**src/hw/rtl/tcofq_pkg.sv**
```systemverilog
// shared constants, codes and types of the two-class oldest-first queue
package tcofq_pkg;

    localparam int QUEUE_DEPTH = 16;
    localparam int TAG_BITS    = 16;
    localparam int STAMP_BITS  = 17;
    localparam int PTR_BITS    = $clog2(QUEUE_DEPTH);
    localparam int CNT_BITS    = $clog2(QUEUE_DEPTH + 1);
    localparam int SUM_BITS    = PTR_BITS + 1;

    // command codes
    localparam logic [1:0] CMD_ENQ     = 2'd0;
    localparam logic [1:0] CMD_DEQ0    = 2'd1;
    localparam logic [1:0] CMD_DEQ1    = 2'd2;
    localparam logic [1:0] CMD_DEQ_OLD = 2'd3;

    // result status codes
    localparam logic [1:0] ST_ENQUEUED = 2'd0;
    localparam logic [1:0] ST_SERVED   = 2'd1;
    localparam logic [1:0] ST_NONE     = 2'd2;
    localparam logic [1:0] ST_FULL     = 2'd3;

    typedef struct packed {
        logic [STAMP_BITS-1:0] stamp;
        logic [TAG_BITS-1:0]   tag;
    } t_entry;

    // controller to datapath commands
    typedef struct packed {
        logic load;
        logic exec;
    } t_ctl;

endpackage

```
**src/hw/rtl/tcofq_in_if.sv**
```systemverilog
// command channel interface
interface tcofq_in_if;
    import tcofq_pkg::*;

    logic                valid;
    logic                ready;
    logic [1:0]          cmd;
    logic                item_class;
    logic [TAG_BITS-1:0] item_tag;

    modport source (output valid, output cmd, output item_class, output item_tag,
                    input ready);
    modport sink   (input valid, input cmd, input item_class, input item_tag,
                    output ready);
endinterface

```
**src/hw/rtl/tcofq_out_if.sv**
```systemverilog
// result channel interface
interface tcofq_out_if;
    import tcofq_pkg::*;

    logic                valid;
    logic                ready;
    logic [1:0]          status;
    logic                served_class;
    logic [TAG_BITS-1:0] served_tag;

    modport source (output valid, output status, output served_class, output served_tag,
                    input ready);
    modport sink   (input valid, input status, input served_class, input served_tag,
                    output ready);
endinterface

```
**src/hw/rtl/two_class_oldest_first_queue.sv**
```systemverilog
// top level of the two-class oldest-first queue
// a command transfer moves to the execute state, then to the result state
// one command in flight: accept, execute on the registered head reads, then present
//   the result; no new command is accepted until the result is taken
// reset: synchronous active low; clears heads, counts, stamp counter and state,
//   store contents stay undefined until written
module two_class_oldest_first_queue (
    input  logic        i_clk,
    input  logic        i_rst_n,
    tcofq_in_if.sink    i_in,
    tcofq_out_if.source o_out
);
    import tcofq_pkg::*;

    t_ctl ctl;

    // sequencing
    tcofq_ctrl u_ctrl (
        .i_clk       (i_clk),
        .i_rst_n     (i_rst_n),
        .i_in_valid  (i_in.valid),
        .i_out_ready (o_out.ready),
        .o_in_ready  (i_in.ready),
        .o_out_valid (o_out.valid),
        .o_ctl       (ctl)
    );

    // queues and result
    tcofq_dp u_dp (
        .i_clk          (i_clk),
        .i_rst_n        (i_rst_n),
        .i_ctl          (ctl),
        .i_cmd          (i_in.cmd),
        .i_item_class   (i_in.item_class),
        .i_item_tag     (i_in.item_tag),
        .o_status       (o_out.status),
        .o_served_class (o_out.served_class),
        .o_served_tag   (o_out.served_tag)
    );

    // one command in flight: no new transfer while a result waits
    a_one_in_flight: assert property (@(posedge i_clk) disable iff (!i_rst_n)
        o_out.valid |-> !i_in.ready)
        else $error("command accepted while result pending");

    // a command transfer yields a result after the execute state
    a_result_follows: assert property (@(posedge i_clk) disable iff (!i_rst_n)
        (i_in.valid && i_in.ready) |-> ##2 o_out.valid)
        else $error("result missing after command transfer");

    // execute cycle shows neither ready nor valid
    a_exec_gap: assert property (@(posedge i_clk) disable iff (!i_rst_n)
        (i_in.valid && i_in.ready) |=> (!i_in.ready && !o_out.valid))
        else $error("handshake active during execute");

    // after the result transfer the block is ready again
    a_back_ready: assert property (@(posedge i_clk) disable iff (!i_rst_n)
        (o_out.valid && o_out.ready) |=> i_in.ready)
        else $error("not ready after result transfer");
endmodule

```
**src/hw/rtl/tcofq_ctrl.sv**
```systemverilog
// sequencing state machine: accept, execute, present result
module tcofq_ctrl (
    input  logic             i_clk,
    input  logic             i_rst_n,
    input  logic             i_in_valid,
    input  logic             i_out_ready,
    output logic             o_in_ready,
    output logic             o_out_valid,
    output tcofq_pkg::t_ctl  o_ctl
);
    import tcofq_pkg::*;

    localparam logic [1:0] S_IDLE = 2'd0;
    localparam logic [1:0] S_EXEC = 2'd1;
    localparam logic [1:0] S_OUT  = 2'd2;

    logic [1:0] r_state;
    logic [1:0] n_state;

    // next state
    always_comb begin
        n_state = r_state;
        case (r_state)
            S_IDLE: begin
                if (i_in_valid) n_state = S_EXEC;
            end
            S_EXEC: n_state = S_OUT;
            S_OUT: begin
                if (i_out_ready) n_state = S_IDLE;
            end
            default: n_state = S_IDLE;
        endcase
    end

    // state register
    always_ff @(posedge i_clk) begin
        if (!i_rst_n) begin
            r_state <= S_IDLE;
        end else begin
            r_state <= n_state;
        end
    end

    // handshake and datapath commands
    assign o_in_ready  = (r_state == S_IDLE);
    assign o_out_valid = (r_state == S_OUT);
    assign o_ctl.load  = (r_state == S_IDLE) && i_in_valid;
    assign o_ctl.exec  = (r_state == S_EXEC);
endmodule

```
**src/hw/rtl/tcofq_dp.sv**
```systemverilog
// datapath: two queue stores, pointers, stamp counter and result register
module tcofq_dp (
    input  logic                          i_clk,
    input  logic                          i_rst_n,
    input  tcofq_pkg::t_ctl               i_ctl,
    input  logic [1:0]                    i_cmd,
    input  logic                          i_item_class,
    input  logic [tcofq_pkg::TAG_BITS-1:0] i_item_tag,
    output logic [1:0]                    o_status,
    output logic                          o_served_class,
    output logic [tcofq_pkg::TAG_BITS-1:0] o_served_tag
);
    import tcofq_pkg::*;

    // queue stores
    t_entry r_mem0 [QUEUE_DEPTH];
    t_entry r_mem1 [QUEUE_DEPTH];
    t_entry r_rd0;
    t_entry r_rd1;

    logic [PTR_BITS-1:0]   r_head0, r_head1;
    logic [CNT_BITS-1:0]   r_count0, r_count1;
    logic [STAMP_BITS-1:0] r_stamp;

    // captured command
    logic [1:0]          r_cmd;
    logic                r_cls;
    logic [TAG_BITS-1:0] r_tag;

    // result register
    logic [1:0]          r_status;
    logic                r_res_class;
    logic [TAG_BITS-1:0] r_res_tag;

    logic                  empty0, empty1;
    logic [CNT_BITS-1:0]   enq_count;
    logic [PTR_BITS-1:0]   enq_head;
    logic [SUM_BITS-1:0]   pos_sum;
    logic [PTR_BITS-1:0]   wr_pos;
    logic                  enq_full;
    logic [STAMP_BITS-1:0] stamp_diff;
    logic                  want_serve;
    logic                  sel;
    logic                  sel_empty;
    logic                  do_enq, do_deq;
    logic [1:0]            n_status;
    logic                  n_res_class;
    logic [TAG_BITS-1:0]   n_res_tag;
    logic [PTR_BITS-1:0]   head_next0, head_next1;

    assign empty0 = (r_count0 == '0);
    assign empty1 = (r_count1 == '0);

    // write position of an enqueue, wrapped at the depth
    assign enq_count = r_cls ? r_count1 : r_count0;
    assign enq_head  = r_cls ? r_head1 : r_head0;
    assign enq_full  = (enq_count == CNT_BITS'(QUEUE_DEPTH));
    assign pos_sum   = SUM_BITS'(enq_head) + SUM_BITS'(enq_count);
    assign wr_pos    = (pos_sum >= SUM_BITS'(QUEUE_DEPTH))
                     ? PTR_BITS'(pos_sum - SUM_BITS'(QUEUE_DEPTH))
                     : PTR_BITS'(pos_sum);

    // modular stamp age compare of the two heads
    assign stamp_diff = r_rd0.stamp - r_rd1.stamp;

    // pick the class to serve
    always_comb begin
        want_serve = 1'b1;
        sel        = 1'b0;
        case (r_cmd)
            CMD_ENQ:  want_serve = 1'b0;
            CMD_DEQ0: sel = 1'b0;
            CMD_DEQ1: sel = 1'b1;
            CMD_DEQ_OLD: begin
                if (empty0 && empty1) begin
                    want_serve = 1'b0;
                end else if (empty1) begin
                    sel = 1'b0;
                end else if (empty0) begin
                    sel = 1'b1;
                end else begin
                    sel = (stamp_diff != '0) && !stamp_diff[STAMP_BITS-1];
                end
            end
            default: want_serve = 1'b0;
        endcase
    end

    assign sel_empty = sel ? empty1 : empty0;
    assign do_enq    = i_ctl.exec && (r_cmd == CMD_ENQ) && !enq_full;
    assign do_deq    = i_ctl.exec && want_serve && !sel_empty;

    // result value
    always_comb begin
        n_status    = ST_NONE;
        n_res_class = 1'b0;
        n_res_tag   = '0;
        if (r_cmd == CMD_ENQ) begin
            if (enq_full) begin
                n_status = ST_FULL;
            end else begin
                n_status    = ST_ENQUEUED;
                n_res_class = r_cls;
            end
        end else if (want_serve && !sel_empty) begin
            n_status    = ST_SERVED;
            n_res_class = sel;
            n_res_tag   = sel ? r_rd1.tag : r_rd0.tag;
        end
    end

    // head advance with wrap
    assign head_next0 = (r_head0 == PTR_BITS'(QUEUE_DEPTH - 1)) ? '0 : r_head0 + 1'b1;
    assign head_next1 = (r_head1 == PTR_BITS'(QUEUE_DEPTH - 1)) ? '0 : r_head1 + 1'b1;

    // stores: write on enqueue, registered head reads
    always_ff @(posedge i_clk) begin
        if (do_enq && !r_cls) r_mem0[wr_pos] <= '{stamp: r_stamp, tag: r_tag};
        if (do_enq && r_cls)  r_mem1[wr_pos] <= '{stamp: r_stamp, tag: r_tag};
        r_rd0 <= r_mem0[r_head0];
        r_rd1 <= r_mem1[r_head1];
    end

    // pointers, counts and stamp counter
    always_ff @(posedge i_clk) begin
        if (!i_rst_n) begin
            r_head0  <= '0;
            r_head1  <= '0;
            r_count0 <= '0;
            r_count1 <= '0;
            r_stamp  <= '0;
        end else begin
            if (do_enq) begin
                r_stamp <= r_stamp + 1'b1;
                if (r_cls) r_count1 <= r_count1 + 1'b1;
                else       r_count0 <= r_count0 + 1'b1;
            end
            if (do_deq) begin
                if (sel) begin
                    r_head1  <= head_next1;
                    r_count1 <= r_count1 - 1'b1;
                end else begin
                    r_head0  <= head_next0;
                    r_count0 <= r_count0 - 1'b1;
                end
            end
        end
    end

    // command capture and result register
    always_ff @(posedge i_clk) begin
        if (i_ctl.load) begin
            r_cmd <= i_cmd;
            r_cls <= i_item_class;
            r_tag <= i_item_tag;
        end
        if (i_ctl.exec) begin
            r_status    <= n_status;
            r_res_class <= n_res_class;
            r_res_tag   <= n_res_tag;
        end
    end

    assign o_status       = r_status;
    assign o_served_class = r_res_class;
    assign o_served_tag   = r_res_tag;
endmodule
```
**src/flat_wrapper.sv**
```systemverilog
// flat-port wrapper written by rule: the top's interface ports become plain ports
module two_class_oldest_first_queue_flat import tcofq_pkg::*;
  (i_clk, i_rst_n, i_in_valid, i_in_cmd, i_in_item_class, i_in_item_tag, i_in_ready, o_out_valid, o_out_status, o_out_served_class, o_out_served_tag, o_out_ready);
  tcofq_in_if i_in_i ();
  tcofq_out_if o_out_i ();
  input  logic i_clk;
  input  logic i_rst_n;
  input wire logic [$bits(i_in_i.valid)-1:0] i_in_valid;
  input wire logic [$bits(i_in_i.cmd)-1:0] i_in_cmd;
  input wire logic [$bits(i_in_i.item_class)-1:0] i_in_item_class;
  input wire logic [$bits(i_in_i.item_tag)-1:0] i_in_item_tag;
  output wire logic [$bits(i_in_i.ready)-1:0] i_in_ready;
  output wire logic [$bits(o_out_i.valid)-1:0] o_out_valid;
  output wire logic [$bits(o_out_i.status)-1:0] o_out_status;
  output wire logic [$bits(o_out_i.served_class)-1:0] o_out_served_class;
  output wire logic [$bits(o_out_i.served_tag)-1:0] o_out_served_tag;
  input wire logic [$bits(o_out_i.ready)-1:0] o_out_ready;
  assign i_in_i.valid = i_in_valid;
  assign i_in_i.cmd = i_in_cmd;
  assign i_in_i.item_class = i_in_item_class;
  assign i_in_i.item_tag = i_in_item_tag;
  assign i_in_ready = i_in_i.ready;
  assign o_out_valid = o_out_i.valid;
  assign o_out_status = o_out_i.status;
  assign o_out_served_class = o_out_i.served_class;
  assign o_out_served_tag = o_out_i.served_tag;
  assign o_out_i.ready = o_out_ready;
  two_class_oldest_first_queue u_core (.i_clk(i_clk), .i_rst_n(i_rst_n), .i_in(i_in_i), .o_out(o_out_i));
endmodule
```
**config.mk**
```make
export PLATFORM = sky130hd
export DESIGN_NAME = two_class_oldest_first_queue_flat
export DESIGN_NICKNAME = d
export VERILOG_FILES = /design/src/hw/rtl/tcofq_pkg.sv /design/src/hw/rtl/tcofq_in_if.sv /design/src/hw/rtl/tcofq_out_if.sv /design/src/hw/rtl/two_class_oldest_first_queue.sv /design/src/hw/rtl/tcofq_ctrl.sv /design/src/hw/rtl/tcofq_dp.sv /design/src/flat_wrapper.sv
export SDC_FILE = /design/constraint.sdc
export NUM_CORES = 1
export LEC_CHECK = 0
export ABC_AREA = 1
export BUFFER_PORTS_ARGS = -buffer_cell sky130_fd_sc_hd__buf_4
export CORE_MARGIN = 4
export CORE_UTILIZATION = 40
export DETAILED_ROUTE_END_ITERATION = 7
export GPL_ROUTABILITY_DRIVEN = 0
export SYNTH_ARGS = -nofsm -noshare
export SYNTH_HDL_FRONTEND = slang
export SYNTH_SLANG_ARGS = --single-unit
```
**constraint.sdc**
```tcl
create_clock -name i_clk -period 5.6 [get_ports i_clk]
set_input_delay 1.68 -clock i_clk [delete_from_list [all_inputs] [get_ports i_clk]]
set_output_delay 1.68 -clock i_clk [all_outputs]
set_load 0.01 [all_outputs]
```
==> reports/metrics.cfg, run 1 <==
[drt]
drc_errors=0
viasPerCell=5.62
first_pass_iters=5
wl_um=126000
final_antenna_net_count=0
wl_per_cell_um=24.4
drt-initial-drc-count=3586
vias=29000

[sta]
finalWorstSetupSlack_ns=1.31
fin_crit_sh_pct=76.6
timing.fmax_ghz=0.233
rsz0062_at_grt=false
fin_tns_setup_ns=0
setup_viol=0
max_slew_margin_pct=21.1
skew_ns=0.0301
worst_pin_slew_ns=1.18
drv_slew=0
hold_viol=0
period_needed_ns=4.29

[worst_setup_path]
crit_type=reg -> reg
critPathMaxFanout=51
path_delay_family=simple AND/OR/NAND/NOR gates
cp_slowest_stage_delay_ns=0.69
crit_required_ns=5.99
cp-start-kind=register
crit_chain=inv_4 -> o21ai_0 -> ha_1 -> a21o_1 -> a21oi_1 -> xor2_1 -> inv_1 -> nor2_1 -> nand2_1 -> nor2_4 -> buf_4
crit_arrival_ns=4.68
cp_num_buf_inv=3
slowest_stage=nor2_4
end_kind=register

[power]
leakage_nw=18.5
power_density_nw_per_um2=351
total_power_mw=18.5
ir_drop_mv=0.250

[clocking]
insertion_delay_ns=0.71
cts_buffers=120
cts_root_buf=clkbuf_16
clk_path_buf_depth=3
cts_max_level=3
cts.clk_slew.worst_paths_ns=0.06
cts_hold_buffers=0
post_cts_buffers=0
cts_sinks=1197
cts_tree=done
cts-resized-gates=0

[synth]
synth_ff_type=edfxtp_1
synthArstFlopShare_pct=0
synth_xor_xnor_area_share_pct=0.417
synth_area_per_cell_sq_um=13.2
synth_edf_count=1094
ys_ff_latch=1197
syn-cell-area_sq_um=46300
yosysSeqAreaShare_pct=75.5
yosys.area.top_type=edfxtp_1
synth.area.top_cells=edfxtp_1 71%, dfxtp_1 4.5%, o21ai_0 3.8%
yosys_warnings=0
yosys.cell_types.count=50
synth_mux_area_share_pct=0
synthSimpleGateAreaFrac_pct=8.53
synthAdderAreaFrac_pct=0.747
synthesis.nets=3561
syn_inst=3511
synth_top_family_by_area=compound AO/OA/AOI/OAI gates
synth_compound_area_share_pct=12.0
synth_top_area_share_pct=71.0

[global_route]
grt_pass1_vias=27400
grt_pass1_wl_um=184000
antenna_found_initial=2
grt_usage_pct=20.2
overflow=0
grt_max_degree=132

[floorplanning]
fp.dieH_um=348
start_util_pct=40.4
ios=44
coreArea_sq_um=115000
rows=124
die-area_sq_um=121000
die_x_um=348

[finish]
multi_input_area_sq_um=10300
antenna_cells=0
drive_gt1_share_pct=11.7
area_growth_pct=13.8
fin_nets=3593
final_core_util_pct=46.0
seq_area_sq_um=35000
fill_cells=10100

[run_status]
outcome=complete, no violations

[placed_design]
pre_cts_ws_ns=1.39
dp_hpwl_um=73500
portBuffers=43

[hold_path]
hp-class=reg -> reg

[run]
drv_cap=0

## registers in the layout, summed over array words and instances, names as in the netlist
signal,flops
u_core.u_dp.r_mem0,528
u_core.u_dp.r_mem1,528
u_core.u_dp.r_rd0,33
u_core.u_dp.r_rd1,33
u_core.u_dp.r_stamp,17
u_core.u_dp.o_served_tag,16
u_core.u_dp.r_tag,16
u_core.u_dp.r_count0,5
u_core.u_dp.r_count1,5
u_core.u_dp.r_head0,4
u_core.u_dp.r_head1,4
u_core.u_ctrl.r_state,2
u_core.u_dp.o_status,2
u_core.u_dp.r_cmd,2
u_core.u_dp.o_served_class,1
u_core.u_dp.r_cls,1
## Yosys cell counts, types with 2 or more instances
master / count
nand3b_1: 2
edfxtp_1: 1094
o21ai_0: 353
xnor2_1: 2
inv_2: 4
buf_2: 3
o221ai_1: 85
o21ai_1: 3
nor2_1: 430
a21oi_1: 242
and2_1: 3
nor3_1: 9
nor2_2: 7
nor3_2: 5
buf_1: 10
xor2_1: 20
ha_1: 26
o211ai_1: 15
nand3_2: 2
o21ai_2: 2
nand2_1: 407
buf_6: 3
inv_1: 120
clkbuf_1: 193
dfxtp_1: 103
o22ai_1: 212
nand3_1: 84
o21a_1: 2
nand2_2: 6
nand4_1: 5
a31o_2: 33
or2_2: 2
clkinv_1: 4
nor4_1: 4
## cell families after synthesis
| group | after synthesis |
|---|---|
| buf+inv | 339 |
| compound gates | 953 |
| xor+xnor | 22 |
| simple gates | 973 |
| fa+ha+maj | 27 |
| flops | 1197 |
## final timing paths
| kind | startpoint | to | slack (ns) | cells after the start |
|---|---|---|---|---|
| max reg2reg | u_core.u_dp.r_head0[1] | u_core.u_dp.r_mem1[13][22] | 1.31 | 11 |
| max | u_core.u_dp.r_head0[1] | u_core.u_dp.r_mem1[13][22] | 1.31 | 11 |
| min reg2reg | u_core.u_dp.r_head0[3] | u_core.u_dp.r_head0[3] | 0.52 | 2 |
| min | u_core.u_dp.r_head0[3] | u_core.u_dp.r_head0[3] | 0.52 | 2 |
## final cells by class
cell class	instances	area share [%]
Timing Repair Buffer	120	1.76
Inverter	129	0.958
Sequential cell	1197	66.4
Clock buffer	168	6.42
Multi-Input combinational cell	1975	19.6
Tap cell	1512	3.59
Clock inverter	61	1.34
## cell usage in the layout (no fill, tap or decap), types with 5 or more instances in the layout
cell type,instances
edfxtp_1,1094
clkbuf_16,125
bufinv_16,16
o21ai_0,353
nand4_1,5
nor2_4,33
clkbuf_8,9
o211ai_1,15
o22ai_1,212
inv_6,5
ha_1,26
buf_4,118
dfxtp_2,19
o221ai_1,85
nor2_1,397
nand2_2,7
clkbuf_1,34
nor2_2,7
nand2_1,404
clkinv_2,18
nand3_1,84
dfxtp_1,80
clkinv_1,23
xor2_1,20
nor3_1,8
nor3_2,6
inv_1,118
a31o_2,33
a21oi_1,242
## through the flow
stage               cells  hold slack, ns  instance area, sq um
floorplan            3511           0.466                 46300
global route         5162           0.540                 52700
detailed placement   4933           0.508                 48600
global placement     4933           0.500                 48600
CTS                  5162           0.517                 52700
finish               5162           0.518                 52700
## worst register-to-register path, delay by kind of cell (launching register included)
family | cells | cell delay (ns)
AOI/OAI and AO/OA | 3 | 0.71
xor gates and xnor gates | 1 | 0.37
buffers and inverters | 3 | 0.77
and+or+nand+nor | 3 | 1.16
adders and majority gates | 1 | 0.29
DFF | 1 | 0.68
## metal layers
metal	part of all wire [%]	global-route usage [%]
met5	0.010	0
met3	7.4	3.05
met1	44	29.6
met4	3.1	6.68
met2	46	31.2
## where the power goes
group | internal (mW) | switching (mW) | leakage, nW | total, mW
Combinational | 0.116 | 0.339 | 5.07 | 0.455
Sequential | 9.73 | 0.0326 | 11.4 | 9.76
Clock | 4.93 | 3.34 | 1.99 | 8.27
(Power assumes the default switching activity.)
==> run 2: changes to the inputs <==
==> constraint.sdc (replaced) <==
create_clock -name i_clk -period 4.4 [get_ports i_clk]
set_input_delay 1.32 -clock i_clk [delete_from_list [all_inputs] [get_ports i_clk]]
set_output_delay 1.32 -clock i_clk [all_outputs]
set_load 0.01 [all_outputs]
==> run 2 against run 1 <==
  * Power is 25% higher
  * Sequential share of layout area is 0.30 points lower
  * Cell area is 0.43% higher
  * Fmax is 24% higher
  * Critical path type unchanged
  * Largest cell class unchanged
  * Largest power group unchanged
==> reports/metrics.cfg, run 2 (synthesis results as in run 1) <==
[sta]
worst_pin_slew_ns=1.12  ; -0.0601 ns
whs_ns=0.505  ; -0.0127 ns
fin_tns_setup_ns=0  ; unchanged
timing.fmax_ghz=0.289  ; +24%
setup_viol=0  ; unchanged
max_slew_margin_pct=25.3  ; +4.2 points
hold_viol=0  ; unchanged
drv_slew=0  ; unchanged
period_needed_ns=3.47  ; -0.822 ns
rsz0062_at_grt=false
fin_crit_sh_pct=78.8  ; +2.2 points
skew_ns=0.0307  ; +0.000623 ns
finalWorstSetupSlack_ns=0.935  ; -0.378 ns

[clocking]
cts_tree=done
cts-resized-gates=0  ; unchanged
cts_sinks=1197  ; unchanged
clk_path_buf_depth=3  ; unchanged
post_cts_buffers=0  ; unchanged
cts_root_buf=clkbuf_16
cts_hold_buffers=0  ; unchanged
cts_buffers=117  ; -2.5%
cts_max_level=3  ; unchanged
cts.clk_slew.worst_paths_ns=0.06  ; about the same
insertion_delay_ns=0.70  ; about the same

[power]
ir_drop_mv=0.387  ; +55%
leakage_nw=18.5  ; +0.40%
power_density_nw_per_um2=436  ; +24%
p_sw_mw=4.66  ; +25%
internal_power_mw=18.4  ; +25%
p_seq_share_pct=53.8  ; +1.0 points
power_frac_comb_pct=2.5  ; about the same
power_frac_clock_pct=43.7  ; -1.0 points
netSwitchingFraction_pct=20.2  ; +0.092 points

[drt]
wl_per_cell_um=23.7  ; -3.0%
viasPerCell=5.53  ; -1.6%
wl_um=123000  ; -2.8%
vias=28600  ; -1.4%
drc_errors=0  ; unchanged
first_pass_iters=5  ; unchanged
final_antenna_net_count=0  ; unchanged
drt-initial-drc-count=3120  ; -13%

[finish]
fin_nets=3607  ; +0.39%
final_common_cell=edfxtp_1
drive_gt1_share_pct=11.9  ; +0.22 points
area_growth_pct=14.3
fin_area_sq_um=52900  ; +0.43%
fin_cells=5172  ; +0.19%
final_cell_mix=1094 x edfxtp_1, 404 x nand2_1, 397 x nor2_1
reg_top3=u_core.u_dp.r_mem0 (528), u_core.u_dp.r_mem1 (528)

[placed_design]
dpl-instance-area_sq_um=49000  ; +0.86%
pre_cts_ws_ns=1.01  ; -0.383 ns
dp_hpwl_um=69200  ; -5.9%
dpl.cell_count=4950  ; +0.34%
portBuffers=43  ; unchanged

[worst_setup_path]
crit_type=reg -> reg
critPathMaxFanout=33  ; -35%
crit_arrival_ns=3.79  ; -0.89 ns
crit_required_ns=4.73  ; -1.26 ns
end_kind=register
cp-start-kind=register

[floorplanning]
start_util_pct=40.4  ; unchanged
coreArea_sq_um=115000  ; unchanged
ios=44  ; unchanged
die_x_um=348  ; unchanged
rows=124  ; unchanged
fp.dieH_um=348  ; unchanged
die-area_sq_um=121000  ; unchanged

[global_route]
grt_max_degree=212  ; +61%
grt_pass1_vias=27400  ; -0.073%
top_usage_layer=met2
grt_usage_pct=19.8  ; -0.43 points
overflow=0  ; unchanged
antenna_found_initial=1  ; -1
use_met3_pct=2.70  ; -0.35 points
use_met2_pct=30.8  ; -0.47 points
use_met1_pct=29.0  ; -0.57 points
grt_pass1_wl_um=180000  ; -2.1%

[run_status]
outcome=complete, no violations

[run]
drv_cap=0  ; unchanged

[hold_path]
hp-class=reg -> reg

## run 2: cell types whose count changed in the layout (fill, tap and decap cells not counted), sizes merged
cell	delta
clkinvlp	-1
buf	+17
diode	+1
bufinv	-3
clkinv	+2
clkbuf	-9
inv	+3
## run 2: per-layer routing
| metal | part of all wire, % | vias up |
|---|---|---|
| met4 | 2.9 | 0 |
| met2 | 45 | 1092 |
| met5 | 0 | - |
| met3 | 7.4 | 165 |
| met1 | 44 | 14200 |
| li1 | - | 13100 |
## run 2: power groups by stage
stage               combinational, mW  clock, mW  sequential, mW
CTS                             0.580       10.2            12.4
finish                          0.582       10.1            12.4
global route                    0.640       10.7            12.4
detailed placement              0.577          0            12.7
floorplan                       0.282          0            12.7
global placement                0.571          0            12.7
## run 2: layout make-up
cell class	instances	area, sq um
antenna	1	2.50
clock buffer	159	3230
clock inverter	62	661
fill	10100	61600
inverter	129	504
multi-input combinational	1975	10300
sequential	1197	34900
tap	1512	1890
timing repair buffer	137	1350
## run 2: worst paths after layout
check	slack [ns]	endpoint	startpoint	cells after the start
worst max-delay path	0.93	u_core.u_dp.r_mem1[12][4]	u_core.u_dp.r_cls	11
worst min-delay path	0.51	u_core.u_dp.r_head0[3]	u_core.u_dp.r_head0[3]	2
worst max register to register	0.93	u_core.u_dp.r_mem1[12][4]	u_core.u_dp.r_cls	11
worst min register to register	0.51	u_core.u_dp.r_head0[3]	u_core.u_dp.r_head0[3]	2
## run 2: per-stage QoR
step                      power (mW)  util, %
after CTS                       23.2     46.2
after detailed placement        13.2     42.8
after global placement          13.2     42.8
after floorplan                 13.0        -
after global routing            23.8     46.2
final                           23.1     46.2
## run 2: critical path, cell delays in order (launching register included)
cell      delay, ns
edfxtp_1       0.40
buf_4          0.22
o21ai_0        0.34
ha_1           0.30
a21o_1         0.15
a21oi_1        0.16
xor2_1         0.33
inv_1          0.11
nor2_1         0.25
nand2_1        0.20
nor2_4         0.11
buf_4          0.48
